==> src/design/cpa_pkg.sv <==
// ----------------------------------------------------------------------------
// cpa_pkg
// Shared widths, constants, register indexes and helper types for the
// AC current peak ammeter.
// ----------------------------------------------------------------------------
package cpa_pkg;

	// Fixed-point format of the smoothed value: ADC_BITS integer, FRAC_BITS fraction
	localparam int ADC_BITS   = 10;
	localparam int FRAC_BITS  = 16;
	localparam int VAL_W      = ADC_BITS + FRAC_BITS;

	// Smoothing factor, Q0.16; one extra bit holds (1.0 - alpha)
	localparam int ALPHA_W    = 16;
	localparam int ALPHA_OPW  = ALPHA_W + 1;
	localparam int TERM_W     = ALPHA_W + ADC_BITS;
	localparam int PROD_W     = ALPHA_OPW + VAL_W;
	localparam int SUM_W      = PROD_W + 1;

	// Register widths
	localparam int CAL_W      = 10;
	localparam int SPW_W      = 16;
	localparam int WPS_W      = 8;
	localparam int LIMIT_W    = 10;
	localparam int CFG_IDX_W  = 3;
	localparam int CFG_DATA_W = 16;

	// Amperes in Q10.8
	localparam int AMPS_W     = 18;
	localparam int AMPS_FRAC  = 8;
	localparam int AMPS_SHIFT = FRAC_BITS - AMPS_FRAC;
	localparam int NOISE_W    = FRAC_BITS + 2;

	// Shared divider
	localparam int DIV_W      = VAL_W;
	localparam int DIVR_W     = CAL_W;
	localparam int DIV_CNT_W  = $clog2(DIV_W + 1);

	localparam logic [VAL_W-1:0]     MID_RESET = VAL_W'(64'd512 << FRAC_BITS);
	localparam logic [VAL_W-1:0]     NOISE_LIM = VAL_W'(64'd4 << FRAC_BITS);
	localparam logic [ALPHA_OPW-1:0] ALPHA_ONE = ALPHA_OPW'(64'd1 << ALPHA_W);
	localparam logic [AMPS_W-1:0]    AMPS_MAX  = '1;

	localparam logic [ALPHA_W-1:0] ALPHA_RST = ALPHA_W'(6554);
	localparam logic [CAL_W-1:0]   CAL_RST   = CAL_W'(100);
	localparam logic [SPW_W-1:0]   SPW_RST   = SPW_W'(1000);
	localparam logic [WPS_W-1:0]   WPS_RST   = WPS_W'(10);
	localparam logic [LIMIT_W-1:0] LIMIT_RST = LIMIT_W'(30);

	typedef enum logic [CFG_IDX_W-1:0] {
		REG_ALPHA     = 3'd0,
		REG_CALIB     = 3'd1,
		REG_SPW       = 3'd2,
		REG_WPS       = 3'd3,
		REG_AMP_LIMIT = 3'd4
	} cfg_reg_t;

	typedef struct packed {
		logic              start;
		logic [DIV_W-1:0]  dividend;
		logic [DIVR_W-1:0] divisor;
	} div_req_t;

	typedef struct packed {
		logic             done;
		logic [DIV_W-1:0] quotient;
	} div_rsp_t;

	function automatic logic [AMPS_W-1:0] sat_amps(input logic [DIV_W-1:0] v);
		logic [AMPS_W-1:0] r;
		if (v > DIV_W'(AMPS_MAX)) begin
			r = AMPS_MAX;
		end else begin
			r = v[AMPS_W-1:0];
		end
		return r;
	endfunction

endpackage

==> src/design/cpa_if.sv <==
// ----------------------------------------------------------------------------
// cpa_if
// Valid/ready channels of the AC current peak ammeter: sample in, result out.
// ----------------------------------------------------------------------------
interface cpa_in_if;
	logic                         valid;
	logic                         ready;
	logic [cpa_pkg::ADC_BITS-1:0] sample;

	modport source (output valid, output sample, input ready);
	modport sink   (input valid, input sample, output ready);
endinterface

interface cpa_out_if;
	logic                       valid;
	logic                       ready;
	logic [cpa_pkg::VAL_W-1:0]  peak;
	logic [cpa_pkg::VAL_W-1:0]  midpoint;
	logic [cpa_pkg::AMPS_W-1:0] amps;
	logic                       ready_res;
	logic [cpa_pkg::AMPS_W-1:0] slow_amps;
	logic                       slow_valid;

	modport source (output valid, output peak, output midpoint, output amps,
		output ready_res, output slow_amps, output slow_valid, input ready);
	modport sink   (input valid, input peak, input midpoint, input amps,
		input ready_res, input slow_amps, input slow_valid, output ready);
endinterface

==> src/design/cpa_mul.sv <==
// ----------------------------------------------------------------------------
// cpa_mul
// Shared 17x26 multiplier with registered product.
// ----------------------------------------------------------------------------
module cpa_mul (
	input  logic                            clk,
	input  logic [cpa_pkg::ALPHA_OPW-1:0]   a,
	input  logic [cpa_pkg::VAL_W-1:0]       b,
	output logic [cpa_pkg::PROD_W-1:0]      p_q
);

	always_ff @(posedge clk) begin
		p_q <= cpa_pkg::PROD_W'(a) * cpa_pkg::PROD_W'(b);
	end

endmodule

==> src/design/cpa_div.sv <==
// ----------------------------------------------------------------------------
// cpa_div
// Restoring divider, one quotient bit per cycle; done pulses when finished.
// ----------------------------------------------------------------------------
module cpa_div (
	input  logic              clk,
	input  logic              arst_n,
	input  cpa_pkg::div_req_t req,
	output cpa_pkg::div_rsp_t rsp
);

	logic                             busy_q;
	logic                             done_q;
	logic [cpa_pkg::DIV_CNT_W-1:0]    cnt_q;
	logic [cpa_pkg::DIVR_W-1:0]       rem_q;
	logic [cpa_pkg::DIV_W-1:0]        quo_q;
	logic [cpa_pkg::DIVR_W-1:0]       dvs_q;
	logic [cpa_pkg::DIVR_W:0]         shl;
	logic [cpa_pkg::DIVR_W:0]         sub;
	logic                             ge;

	assign shl = {rem_q, quo_q[cpa_pkg::DIV_W-1]};
	assign sub = shl - {1'b0, dvs_q};
	assign ge  = (shl >= {1'b0, dvs_q});

	always_ff @(posedge clk or negedge arst_n) begin
		if (!arst_n) begin
			busy_q <= 1'b0;
			done_q <= 1'b0;
			cnt_q  <= '0;
		end else begin
			done_q <= 1'b0;
			if (req.start) begin
				busy_q <= 1'b1;
				cnt_q  <= cpa_pkg::DIV_CNT_W'(cpa_pkg::DIV_W);
			end else if (busy_q) begin
				cnt_q <= cnt_q - 1'b1;
				if (cnt_q == cpa_pkg::DIV_CNT_W'(1)) begin
					busy_q <= 1'b0;
					done_q <= 1'b1;
				end
			end
		end
	end

	always_ff @(posedge clk) begin
		if (req.start) begin
			rem_q <= '0;
			quo_q <= req.dividend;
			dvs_q <= req.divisor;
		end else if (busy_q) begin
			rem_q <= ge ? sub[cpa_pkg::DIVR_W-1:0] : shl[cpa_pkg::DIVR_W-1:0];
			quo_q <= {quo_q[cpa_pkg::DIV_W-2:0], ge};
		end
	end

	assign rsp.done     = done_q;
	assign rsp.quotient = quo_q;

endmodule

==> src/design/ac_current_peak_ammeter_core.sv <==
// ----------------------------------------------------------------------------
// ac_current_peak_ammeter_core
// Moving-average peak tracker that turns raw current-sensor samples into
// per-window amperes, a midpoint estimate and a slow average.
// ----------------------------------------------------------------------------
// Usage:
//   in_ch carries one 10-bit ADC sample per item. out_ch carries one result
//   item per window of samples_per_window samples (none for other samples):
//   window peak, new midpoint, amps (Q10.8), ready flag and slow average.
//   cfg_we/cfg_index/cfg_data write the five registers; write only while idle.
// Operation:
//   A sample that closes no window passes through the multiply, update and
//   compare steps; the next sample is accepted once it is done. The
//   moving-average step is two passes through the one shared 17x26
//   multiplier plus an add and a max/min compare. A window-closing sample
//   adds the midpoint and noise-cleaning steps and one pass through the
//   shared restoring divider for amps before the result register loads;
//   the next sample is taken after the result is emitted. When the slow
//   interval closes a second divider pass follows before the result.
// Reset:
//   arst_n clears the registers to their defaults, smoothed value to zero and
//   midpoint/peak/valley seeds to 512.0; the block is ready at once.
// Stall:
//   A held result sits in the output register while the next samples are
//   taken; a new result waits in the last step until the old one is taken.
// ----------------------------------------------------------------------------
module ac_current_peak_ammeter_core (
	input  logic                             clk,
	input  logic                             arst_n,
	cpa_in_if.sink                           in_ch,
	cpa_out_if.source                        out_ch,
	input  logic                             cfg_we,
	input  logic [cpa_pkg::CFG_IDX_W-1:0]    cfg_index,
	input  logic [cpa_pkg::CFG_DATA_W-1:0]   cfg_data
);

	typedef enum logic [3:0] {
		S_IDLE,
		S_MUL_A,     // alpha * sample
		S_MUL_B,     // (1 - alpha) * smoothed
		S_UPD,       // new smoothed value
		S_CMP,       // max/min tracking, window count
		S_MID,       // new midpoint
		S_CLEAN,     // noise cleaning, start amps division
		S_DIV_AMPS,
		S_SLOW,      // slow average bookkeeping
		S_DIV_SLOW,
		S_EMIT
	} state_t;

	state_t state_q;

	// Configuration
	logic [cpa_pkg::ALPHA_W-1:0]  alpha_q;
	logic [cpa_pkg::CAL_W-1:0]    calib_q;
	logic [cpa_pkg::SPW_W-1:0]    spw_q;
	logic [cpa_pkg::WPS_W-1:0]    wps_q;
	logic [cpa_pkg::LIMIT_W-1:0]  limit_q;

	// Measurement state
	logic [cpa_pkg::ADC_BITS-1:0] sample_q;
	logic [cpa_pkg::TERM_W-1:0]   term_q;
	logic [cpa_pkg::VAL_W-1:0]    smoothed_q;
	logic [cpa_pkg::VAL_W-1:0]    run_max_q;
	logic [cpa_pkg::VAL_W-1:0]    run_min_q;
	logic [cpa_pkg::VAL_W-1:0]    mid_q;
	logic [cpa_pkg::NOISE_W-1:0]  noise_q;
	logic [cpa_pkg::SPW_W-1:0]    cnt_q;
	logic                         slow_active_q;
	logic [cpa_pkg::VAL_W-1:0]    slow_sum_q;
	logic [cpa_pkg::WPS_W-1:0]    wcnt_q;
	logic [cpa_pkg::AMPS_W-1:0]   slow_value_q;
	logic [cpa_pkg::AMPS_W-1:0]   amps_q;
	logic                         slow_flag_q;

	// Output register
	logic                         out_valid_q;
	logic [cpa_pkg::VAL_W-1:0]    out_peak_q;
	logic [cpa_pkg::VAL_W-1:0]    out_mid_q;
	logic [cpa_pkg::AMPS_W-1:0]   out_amps_q;
	logic                         out_rdy_q;
	logic [cpa_pkg::AMPS_W-1:0]   out_slow_q;
	logic                         out_sflag_q;

	// Shared units
	logic [cpa_pkg::ALPHA_OPW-1:0] mul_a;
	logic [cpa_pkg::VAL_W-1:0]     mul_b;
	logic [cpa_pkg::PROD_W-1:0]    mul_p;
	cpa_pkg::div_req_t             div_req;
	cpa_pkg::div_rsp_t             div_rsp;

	// Datapath
	logic [cpa_pkg::SUM_W-1:0]     sum_full;
	logic [cpa_pkg::VAL_W-1:0]     new_smoothed;
	logic [cpa_pkg::VAL_W-1:0]     max_seed;
	logic [cpa_pkg::VAL_W-1:0]     min_seed;
	logic [cpa_pkg::SPW_W-1:0]     cnt_next;
	logic [cpa_pkg::SPW_W-1:0]     spw_eff;
	logic                          window_end;
	logic [cpa_pkg::VAL_W-1:0]     diff;
	logic [cpa_pkg::NOISE_W-1:0]   noise_new;
	logic [cpa_pkg::VAL_W-1:0]     height;
	logic [cpa_pkg::CAL_W-1:0]     cal_eff;
	logic [cpa_pkg::WPS_W-1:0]     wps_eff;
	logic [cpa_pkg::WPS_W-1:0]     wc_cur;
	logic [cpa_pkg::VAL_W-1:0]     ss_cur;
	logic                          slow_add;
	logic                          emit_go;
	logic                          out_take;

	cpa_mul u_mul (
		.clk (clk),
		.a   (mul_a),
		.b   (mul_b),
		.p_q (mul_p)
	);

	cpa_div u_div (
		.clk    (clk),
		.arst_n (arst_n),
		.req    (div_req),
		.rsp    (div_rsp)
	);

	// Multiplier operands: alpha * sample first, then (1 - alpha) * smoothed
	always_comb begin
		if (state_q == S_MUL_A) begin
			mul_a = {1'b0, alpha_q};
			mul_b = cpa_pkg::VAL_W'(sample_q);
		end else begin
			mul_a = cpa_pkg::ALPHA_ONE - {1'b0, alpha_q};
			mul_b = smoothed_q;
		end
	end

	// (alpha * (sample << FRAC) + (1 - alpha) * smoothed) >> 16
	assign sum_full     = cpa_pkg::SUM_W'({term_q, {cpa_pkg::FRAC_BITS{1'b0}}})
	                      + cpa_pkg::SUM_W'(mul_p);
	assign new_smoothed = sum_full[cpa_pkg::ALPHA_W +: cpa_pkg::VAL_W];

	// A window starts from the previous midpoint
	assign max_seed   = (cnt_q == '0) ? mid_q : run_max_q;
	assign min_seed   = (cnt_q == '0) ? mid_q : run_min_q;
	assign cnt_next   = cnt_q + 1'b1;
	assign spw_eff    = (spw_q == '0) ? cpa_pkg::SPW_W'(1) : spw_q;
	assign window_end = (cnt_next == '0) || (cnt_next >= spw_eff);

	// Noise cleaning: a peak height under 4 counts becomes the offset
	assign diff      = run_max_q - mid_q;
	assign noise_new = (diff < cpa_pkg::NOISE_LIM) ? diff[cpa_pkg::NOISE_W-1:0] : noise_q;
	assign height    = (diff >= cpa_pkg::VAL_W'(noise_new))
	                   ? diff - cpa_pkg::VAL_W'(noise_new) : '0;
	assign cal_eff   = (calib_q == '0) ? cpa_pkg::CAL_W'(1) : calib_q;

	// Slow average: an inactive interval restarts from zero
	assign wps_eff  = (wps_q == '0) ? cpa_pkg::WPS_W'(1) : wps_q;
	assign wc_cur   = slow_active_q ? wcnt_q : '0;
	assign ss_cur   = slow_active_q ? slow_sum_q : '0;
	assign slow_add = (wc_cur < wps_eff);

	// Divider request: amps = (height >> (FRAC-8)) / calib, slow = sum / count
	always_comb begin
		div_req = '0;
		if (state_q == S_CLEAN) begin
			div_req.start    = 1'b1;
			div_req.dividend = height >> cpa_pkg::AMPS_SHIFT;
			div_req.divisor  = cal_eff;
		end else if (state_q == S_SLOW) begin
			div_req.start    = !slow_add;
			div_req.dividend = slow_sum_q;
			div_req.divisor  = cpa_pkg::DIVR_W'(wcnt_q);
		end
	end

	assign out_take = out_valid_q && out_ch.ready;
	assign emit_go  = (state_q == S_EMIT) && (!out_valid_q || out_ch.ready);

	always_ff @(posedge clk or negedge arst_n) begin
		if (!arst_n) begin
			state_q       <= S_IDLE;
			alpha_q       <= cpa_pkg::ALPHA_RST;
			calib_q       <= cpa_pkg::CAL_RST;
			spw_q         <= cpa_pkg::SPW_RST;
			wps_q         <= cpa_pkg::WPS_RST;
			limit_q       <= cpa_pkg::LIMIT_RST;
			smoothed_q    <= '0;
			run_max_q     <= cpa_pkg::MID_RESET;
			run_min_q     <= cpa_pkg::MID_RESET;
			mid_q         <= cpa_pkg::MID_RESET;
			noise_q       <= '0;
			cnt_q         <= '0;
			slow_active_q <= 1'b0;
			slow_sum_q    <= '0;
			wcnt_q        <= '0;
			slow_value_q  <= '0;
			slow_flag_q   <= 1'b0;
			out_valid_q   <= 1'b0;
		end else begin
			if (cfg_we) begin
				case (cfg_index)
					cpa_pkg::REG_ALPHA:     alpha_q <= cfg_data[cpa_pkg::ALPHA_W-1:0];
					cpa_pkg::REG_CALIB:     calib_q <= cfg_data[cpa_pkg::CAL_W-1:0];
					cpa_pkg::REG_SPW:       spw_q   <= cfg_data[cpa_pkg::SPW_W-1:0];
					cpa_pkg::REG_WPS:       wps_q   <= cfg_data[cpa_pkg::WPS_W-1:0];
					cpa_pkg::REG_AMP_LIMIT: limit_q <= cfg_data[cpa_pkg::LIMIT_W-1:0];
					default: ;
				endcase
			end

			if (emit_go) begin
				out_valid_q <= 1'b1;
			end else if (out_take) begin
				out_valid_q <= 1'b0;
			end

			case (state_q)
				S_IDLE: begin
					if (in_ch.valid) begin
						state_q <= S_MUL_A;
					end
				end
				S_MUL_A: begin
					state_q <= S_MUL_B;
				end
				S_MUL_B: begin
					state_q <= S_UPD;
				end
				S_UPD: begin
					smoothed_q <= new_smoothed;
					state_q    <= S_CMP;
				end
				S_CMP: begin
					run_max_q <= (smoothed_q > max_seed) ? smoothed_q : max_seed;
					run_min_q <= (smoothed_q < min_seed) ? smoothed_q : min_seed;
					if (window_end) begin
						cnt_q   <= '0;
						state_q <= S_MID;
					end else begin
						cnt_q   <= cnt_next;
						state_q <= S_IDLE;
					end
				end
				S_MID: begin
					mid_q   <= run_min_q + ((run_max_q - run_min_q) >> 1);
					state_q <= S_CLEAN;
				end
				S_CLEAN: begin
					noise_q <= noise_new;
					state_q <= S_DIV_AMPS;
				end
				S_DIV_AMPS: begin
					if (div_rsp.done) begin
						state_q <= S_SLOW;
					end
				end
				S_SLOW: begin
					if (slow_add) begin
						slow_sum_q    <= ss_cur + cpa_pkg::VAL_W'(amps_q);
						wcnt_q        <= wc_cur + 1'b1;
						slow_active_q <= 1'b1;
						slow_flag_q   <= 1'b0;
						state_q       <= S_EMIT;
					end else begin
						slow_active_q <= 1'b0;
						slow_flag_q   <= 1'b1;
						state_q       <= S_DIV_SLOW;
					end
				end
				S_DIV_SLOW: begin
					if (div_rsp.done) begin
						slow_value_q <= cpa_pkg::sat_amps(div_rsp.quotient);
						state_q      <= S_EMIT;
					end
				end
				S_EMIT: begin
					if (emit_go) begin
						state_q <= S_IDLE;
					end
				end
				default: begin
					state_q <= S_IDLE;
				end
			endcase
		end
	end

	// Payload registers
	always_ff @(posedge clk) begin
		if (state_q == S_IDLE && in_ch.valid) begin
			sample_q <= in_ch.sample;
		end
		if (state_q == S_MUL_B) begin
			term_q <= mul_p[cpa_pkg::TERM_W-1:0];
		end
		if (state_q == S_DIV_AMPS && div_rsp.done) begin
			amps_q <= cpa_pkg::sat_amps(div_rsp.quotient);
		end
		if (emit_go) begin
			out_peak_q  <= run_max_q;
			out_mid_q   <= mid_q;
			out_amps_q  <= amps_q;
			out_rdy_q   <= (amps_q <= cpa_pkg::AMPS_W'({limit_q,
			               {cpa_pkg::AMPS_FRAC{1'b0}}}));
			out_slow_q  <= slow_value_q;
			out_sflag_q <= slow_flag_q;
		end
	end

	assign in_ch.ready       = (state_q == S_IDLE);
	assign out_ch.valid      = out_valid_q;
	assign out_ch.peak       = out_peak_q;
	assign out_ch.midpoint   = out_mid_q;
	assign out_ch.amps       = out_amps_q;
	assign out_ch.ready_res  = out_rdy_q;
	assign out_ch.slow_amps  = out_slow_q;
	assign out_ch.slow_valid = out_sflag_q;

endmodule

==> src/flat_wrapper.sv <==
// flat-port wrapper written by rule: the top's interface ports become plain ports
module ac_current_peak_ammeter_core_flat 
  (clk, arst_n, cfg_we, cfg_index, cfg_data, in_ch_valid, in_ch_sample, in_ch_ready, out_ch_valid, out_ch_peak, out_ch_midpoint, out_ch_amps, out_ch_ready_res, out_ch_slow_amps, out_ch_slow_valid, out_ch_ready);
  cpa_in_if in_ch_i ();
  cpa_out_if out_ch_i ();
  input  logic clk;
  input  logic arst_n;
  input  logic cfg_we;
  input  logic [cpa_pkg::CFG_IDX_W-1:0] cfg_index;
  input  logic [cpa_pkg::CFG_DATA_W-1:0] cfg_data;
  input wire logic [$bits(in_ch_i.valid)-1:0] in_ch_valid;
  input wire logic [$bits(in_ch_i.sample)-1:0] in_ch_sample;
  output wire logic [$bits(in_ch_i.ready)-1:0] in_ch_ready;
  output wire logic [$bits(out_ch_i.valid)-1:0] out_ch_valid;
  output wire logic [$bits(out_ch_i.peak)-1:0] out_ch_peak;
  output wire logic [$bits(out_ch_i.midpoint)-1:0] out_ch_midpoint;
  output wire logic [$bits(out_ch_i.amps)-1:0] out_ch_amps;
  output wire logic [$bits(out_ch_i.ready_res)-1:0] out_ch_ready_res;
  output wire logic [$bits(out_ch_i.slow_amps)-1:0] out_ch_slow_amps;
  output wire logic [$bits(out_ch_i.slow_valid)-1:0] out_ch_slow_valid;
  input wire logic [$bits(out_ch_i.ready)-1:0] out_ch_ready;
  assign in_ch_i.valid = in_ch_valid;
  assign in_ch_i.sample = in_ch_sample;
  assign in_ch_ready = in_ch_i.ready;
  assign out_ch_valid = out_ch_i.valid;
  assign out_ch_peak = out_ch_i.peak;
  assign out_ch_midpoint = out_ch_i.midpoint;
  assign out_ch_amps = out_ch_i.amps;
  assign out_ch_ready_res = out_ch_i.ready_res;
  assign out_ch_slow_amps = out_ch_i.slow_amps;
  assign out_ch_slow_valid = out_ch_i.slow_valid;
  assign out_ch_i.ready = out_ch_ready;
  ac_current_peak_ammeter_core u_core (.clk(clk), .arst_n(arst_n), .in_ch(in_ch_i), .out_ch(out_ch_i), .cfg_we(cfg_we), .cfg_index(cfg_index), .cfg_data(cfg_data));
endmodule
==> config.mk <==
export PLATFORM = sky130hd
export DESIGN_NAME = ac_current_peak_ammeter_core_flat
export DESIGN_NICKNAME = d
export VERILOG_FILES = /design/src/design/cpa_pkg.sv /design/src/design/cpa_if.sv /design/src/design/cpa_mul.sv /design/src/design/cpa_div.sv /design/src/design/ac_current_peak_ammeter_core.sv /design/src/flat_wrapper.sv
export SDC_FILE = /design/constraint.sdc
export NUM_CORES = 2
export LEC_CHECK = 0
export BUFFER_PORTS_ARGS = -buffer_cell sky130_fd_sc_hd__buf_2
export CORE_MARGIN = 4
export CORE_UTILIZATION = 55
export DETAILED_ROUTE_END_ITERATION = 12
export PLACE_DENSITY = 0.84
export SLEW_MARGIN = 5
export SYNTH_ARGS = -nofsm -noshare
export SYNTH_HDL_FRONTEND = slang
export SYNTH_SLANG_ARGS = --single-unit
export TNS_END_PERCENT = 5
==> constraint.sdc <==
create_clock -name clk -period 11.4 [get_ports clk]
set_input_delay 1.14 -clock clk [delete_from_list [all_inputs] [get_ports clk]]
set_output_delay 1.14 -clock clk [all_outputs]
set_load 0.03 [all_outputs]
==> results.md <==
* Cell Rows at 100
* Post-synth EDFFs at 180
* Placer congestion estimate at 1.00
* Largest net degree at the start of global routing at 163
* GR Overflow Total at 0
* Clock transition at path regs at 0.06 ns
* Main synth FF type: dfrtp_1
* Final min period at 9.25 ns
* Synth unique cells at 77
* Die X at 284 um
* Commonest non-fill, non-tap cell in the layout: inv_1
* Final ANT Viol Nets at 0
* First-pass GRT wire length at 181000 um
* CTS max path bufs at 3
* Die Y-Extent at 284 um
* Port Buf Inserts at 125
* Synthesis-stage register bit count at 496
* CTS buffer count at 53
* Layout cell share with drive strength beyond 1 at 10.1%
* Syn avg cell area at 9.45 um2
* Tcrit/Tclk final at 81.2%
* Fin Setup TNS at 0 ns
* DRC at 0
* Worst Path Max Fanout at 29
* Sink Count at 496
* Hold_sp: u_core.u_mul.p_q[11]
* DP HPWL at 87400 um
* Min-delay worst type: register to register
* Initial Utilization at 55.9%
* Most frequent cells in the layout: inv_1 (612), nand2_1 (582), fa_1 (364)
* Wire per inst at 20.5 um
* Worst EP arrival at 9.74 ns
* Setup Skew at 0.0389 ns
* Slew @ Worst Pin at 1.33 ns
* Reg2Reg Setup Slack at 2.15 ns
* Syn Inst Count at 4430
* Ys Warns at 0
* Via Count at 33066
* Worst Path Class, Setup: register to register
* Final Hold Vio Count at 0
* Drt via density at 5.98
* Max-cap viol count at 0
* Core Box Area at 74900 um2
* H-tree depth at 2
* Max-slew violations at 0
* R2r endpoint: u_core.u_mul.p_q[40]
* Finish-stage setup viols at 0
* FMAX at 108 MHz
* Total of fill cells in the finished design at 6044
* Post_cts resized at 0
* Mapped Nets at 5176
* Final WL at 114000 um
* RSZ-0062 raised after global routing: no
* Die area at 80600 um2
* Initial DRC count at 2848
* Worst-Skew Late Latency at 0.62 ns
* Initial antenna violation count at 2
* Crit. End Element: register
* CTS tree: done
* Critical Path RT at 11.89 ns
* Hold Crit Depth at 0
* Pre-Repair DR Iteration Count at 6
* Post-CTS setup buffers at 0
* Vias in the first global route at 33491
* Fin nets at 5261
* I/O pins at 126
* Global Route Usage Sum at 28.1%
* Post-synthesis sequential area ratio at 31.3%
* Critical path startpoint category: register
* Synthesis-to-layout area growth at 8.89%
* Status: complete, no violations
* CTS Root Cell: clkbuf_16
* Hold endpoint: u_core.term_q[11]
* Path depth of the worst reg2reg path at 27
* Ys async rst share at 53.2%
* Post-Syn Area at 41900 um2
* Worst r2r src: u_core.state_q[0]
* Rel. slew slack at 10.5%
* Cts hold-fix bufs at 0
[cells in the mapped netlist, drive strengths merged, types with 101 or more instances]
cell type | n | share of area (%)
inv | 612 | 5.5
nand2 | 585 | 5.3
fa | 364 | 17
ha | 348 | 10
nor2 | 313 | 2.8
dfrtp | 239 | 14
a21oi | 237 | 2.8
o21ai | 214 | 2.6
edfxtp | 180 | 13
clkbuf | 145 | 1.3
xnor2 | 133 | 2.8
mux2 | 101 | 2.7
[final cells by class]
| cell class | instances | area [um2] | share of cell area [%] |
|---|---|---|---|
| Multi-Input combinational cell | 3163 | 26000 | 57.0 |
| Sequential cell | 496 | 13100 | 28.7 |
| Inverter | 612 | 2300 | 5.04 |
| Clock buffer | 62 | 1410 | 3.10 |
| Tap cell | 969 | 1210 | 2.66 |
| Timing Repair Buffer | 189 | 1130 | 2.48 |
| Clock inverter | 38 | 462 | 1.01 |
| Antenna cell | 2 | 5.00 | 0.0110 |
[sequential cells by signal (all words and copies together) (netlist names), 16 cells and up]
| register | flops |
|---|---|
| u_core.alpha_q | 16 |
| u_core.amps_q | 18 |
| u_core.cnt_q | 16 |
| u_core.mid_q | 26 |
| u_core.noise_q | 18 |
| u_core.out_ch.amps | 18 |
| u_core.out_ch.midpoint | 26 |
| u_core.out_ch.peak | 26 |
| u_core.out_ch.slow_amps | 18 |
| u_core.run_max_q | 26 |
| u_core.run_min_q | 26 |
| u_core.slow_sum_q | 26 |
| u_core.slow_value_q | 18 |
| u_core.smoothed_q | 26 |
| u_core.spw_q | 16 |
| u_core.term_q | 26 |
| u_core.u_div.quo_q | 26 |
| u_core.u_mul.p_q | 42 |
[through the flow]
step	cell area, um2	setup WS, ns	cells	hold WS [ns]	utilization, %
6_report	45600	2.15	5531	0.401	60.8
5_1_grt	45600	1.57	5529	0.408	60.8
4_1_cts	45600	2.23	5529	0.404	60.8
2_1_floorplan	41900	3.48	4430	0.386	-
3_3_place_gp	43700	2.41	5429	0.387	58.3
3_5_place_dp	43700	2.26	5429	0.389	58.3
[kinds of logic after synthesis]
| family | Yosys count | synth area share (%) |
|---|---|---|
| AO/OA/AOI/OAI | 777 | 11.6 |
| adder cells (fa/ha/maj) | 712 | 27.8 |
| AND/OR/NAND/NOR | 1304 | 13.9 |
| flip-flops | 496 | 31.3 |
| multiplexers | 150 | 3.89 |
| buffers and inverters | 771 | 6.95 |
| XOR/XNOR | 220 | 4.60 |
[worst max-delay path by stage]
stage                           start                    end  slack, ns  cells past startpoint
CTS                 u_core.state_q[0]   u_core.u_mul.p_q[40]       2.23                     27
detailed placement  u_core.state_q[0]   u_core.u_mul.p_q[40]       2.26                     27
global route        u_core.state_q[0]   u_core.u_mul.p_q[40]       1.57                     27
floorplan                out_ch_ready  u_core.out_ch.amps[0]       3.48                      2
global placement    u_core.state_q[0]   u_core.u_mul.p_q[40]       2.41                     27
finish              u_core.state_q[0]   u_core.u_mul.p_q[40]       2.15                     27
[worst max-delay path: stages, from the launching register on]
cell	delay [ns]
dfrtp_1	0.63
nor2b_1	0.31
and2_2	0.56
nor2_1	0.18
xnor2_1	1.05
nor2_1	0.15
fa_1	0.57
inv_1	0.09
fa_1	0.54
inv_1	0.05
fa_1	0.50
inv_1	0.06
fa_1	0.49
fa_1	0.39
inv_1	0.10
fa_1	0.43
ha_1	0.35
a21o_1	0.18
a21o_1	0.17
a21oi_1	0.17
nor2_1	0.06
a211oi_1	0.36
nand2_1	0.18
a221o_1	0.40
and4_1	0.20
a2111oi_0	0.62
a21oi_1	0.16
xor2_1	0.18
[routing by layer]
layer,share of wire [%],track usage (%),up-vias
met4,5.8,13.7,2
li1,-,-,14896
met2,47,47.0,1608
met3,8.9,5.14,361
met5,0.0070,0,-
met1,38,35.1,16199
Power is left out: the tool's default activity adds up to more than one toggle a clock period on the data nets, which glitch-free logic cannot reach.
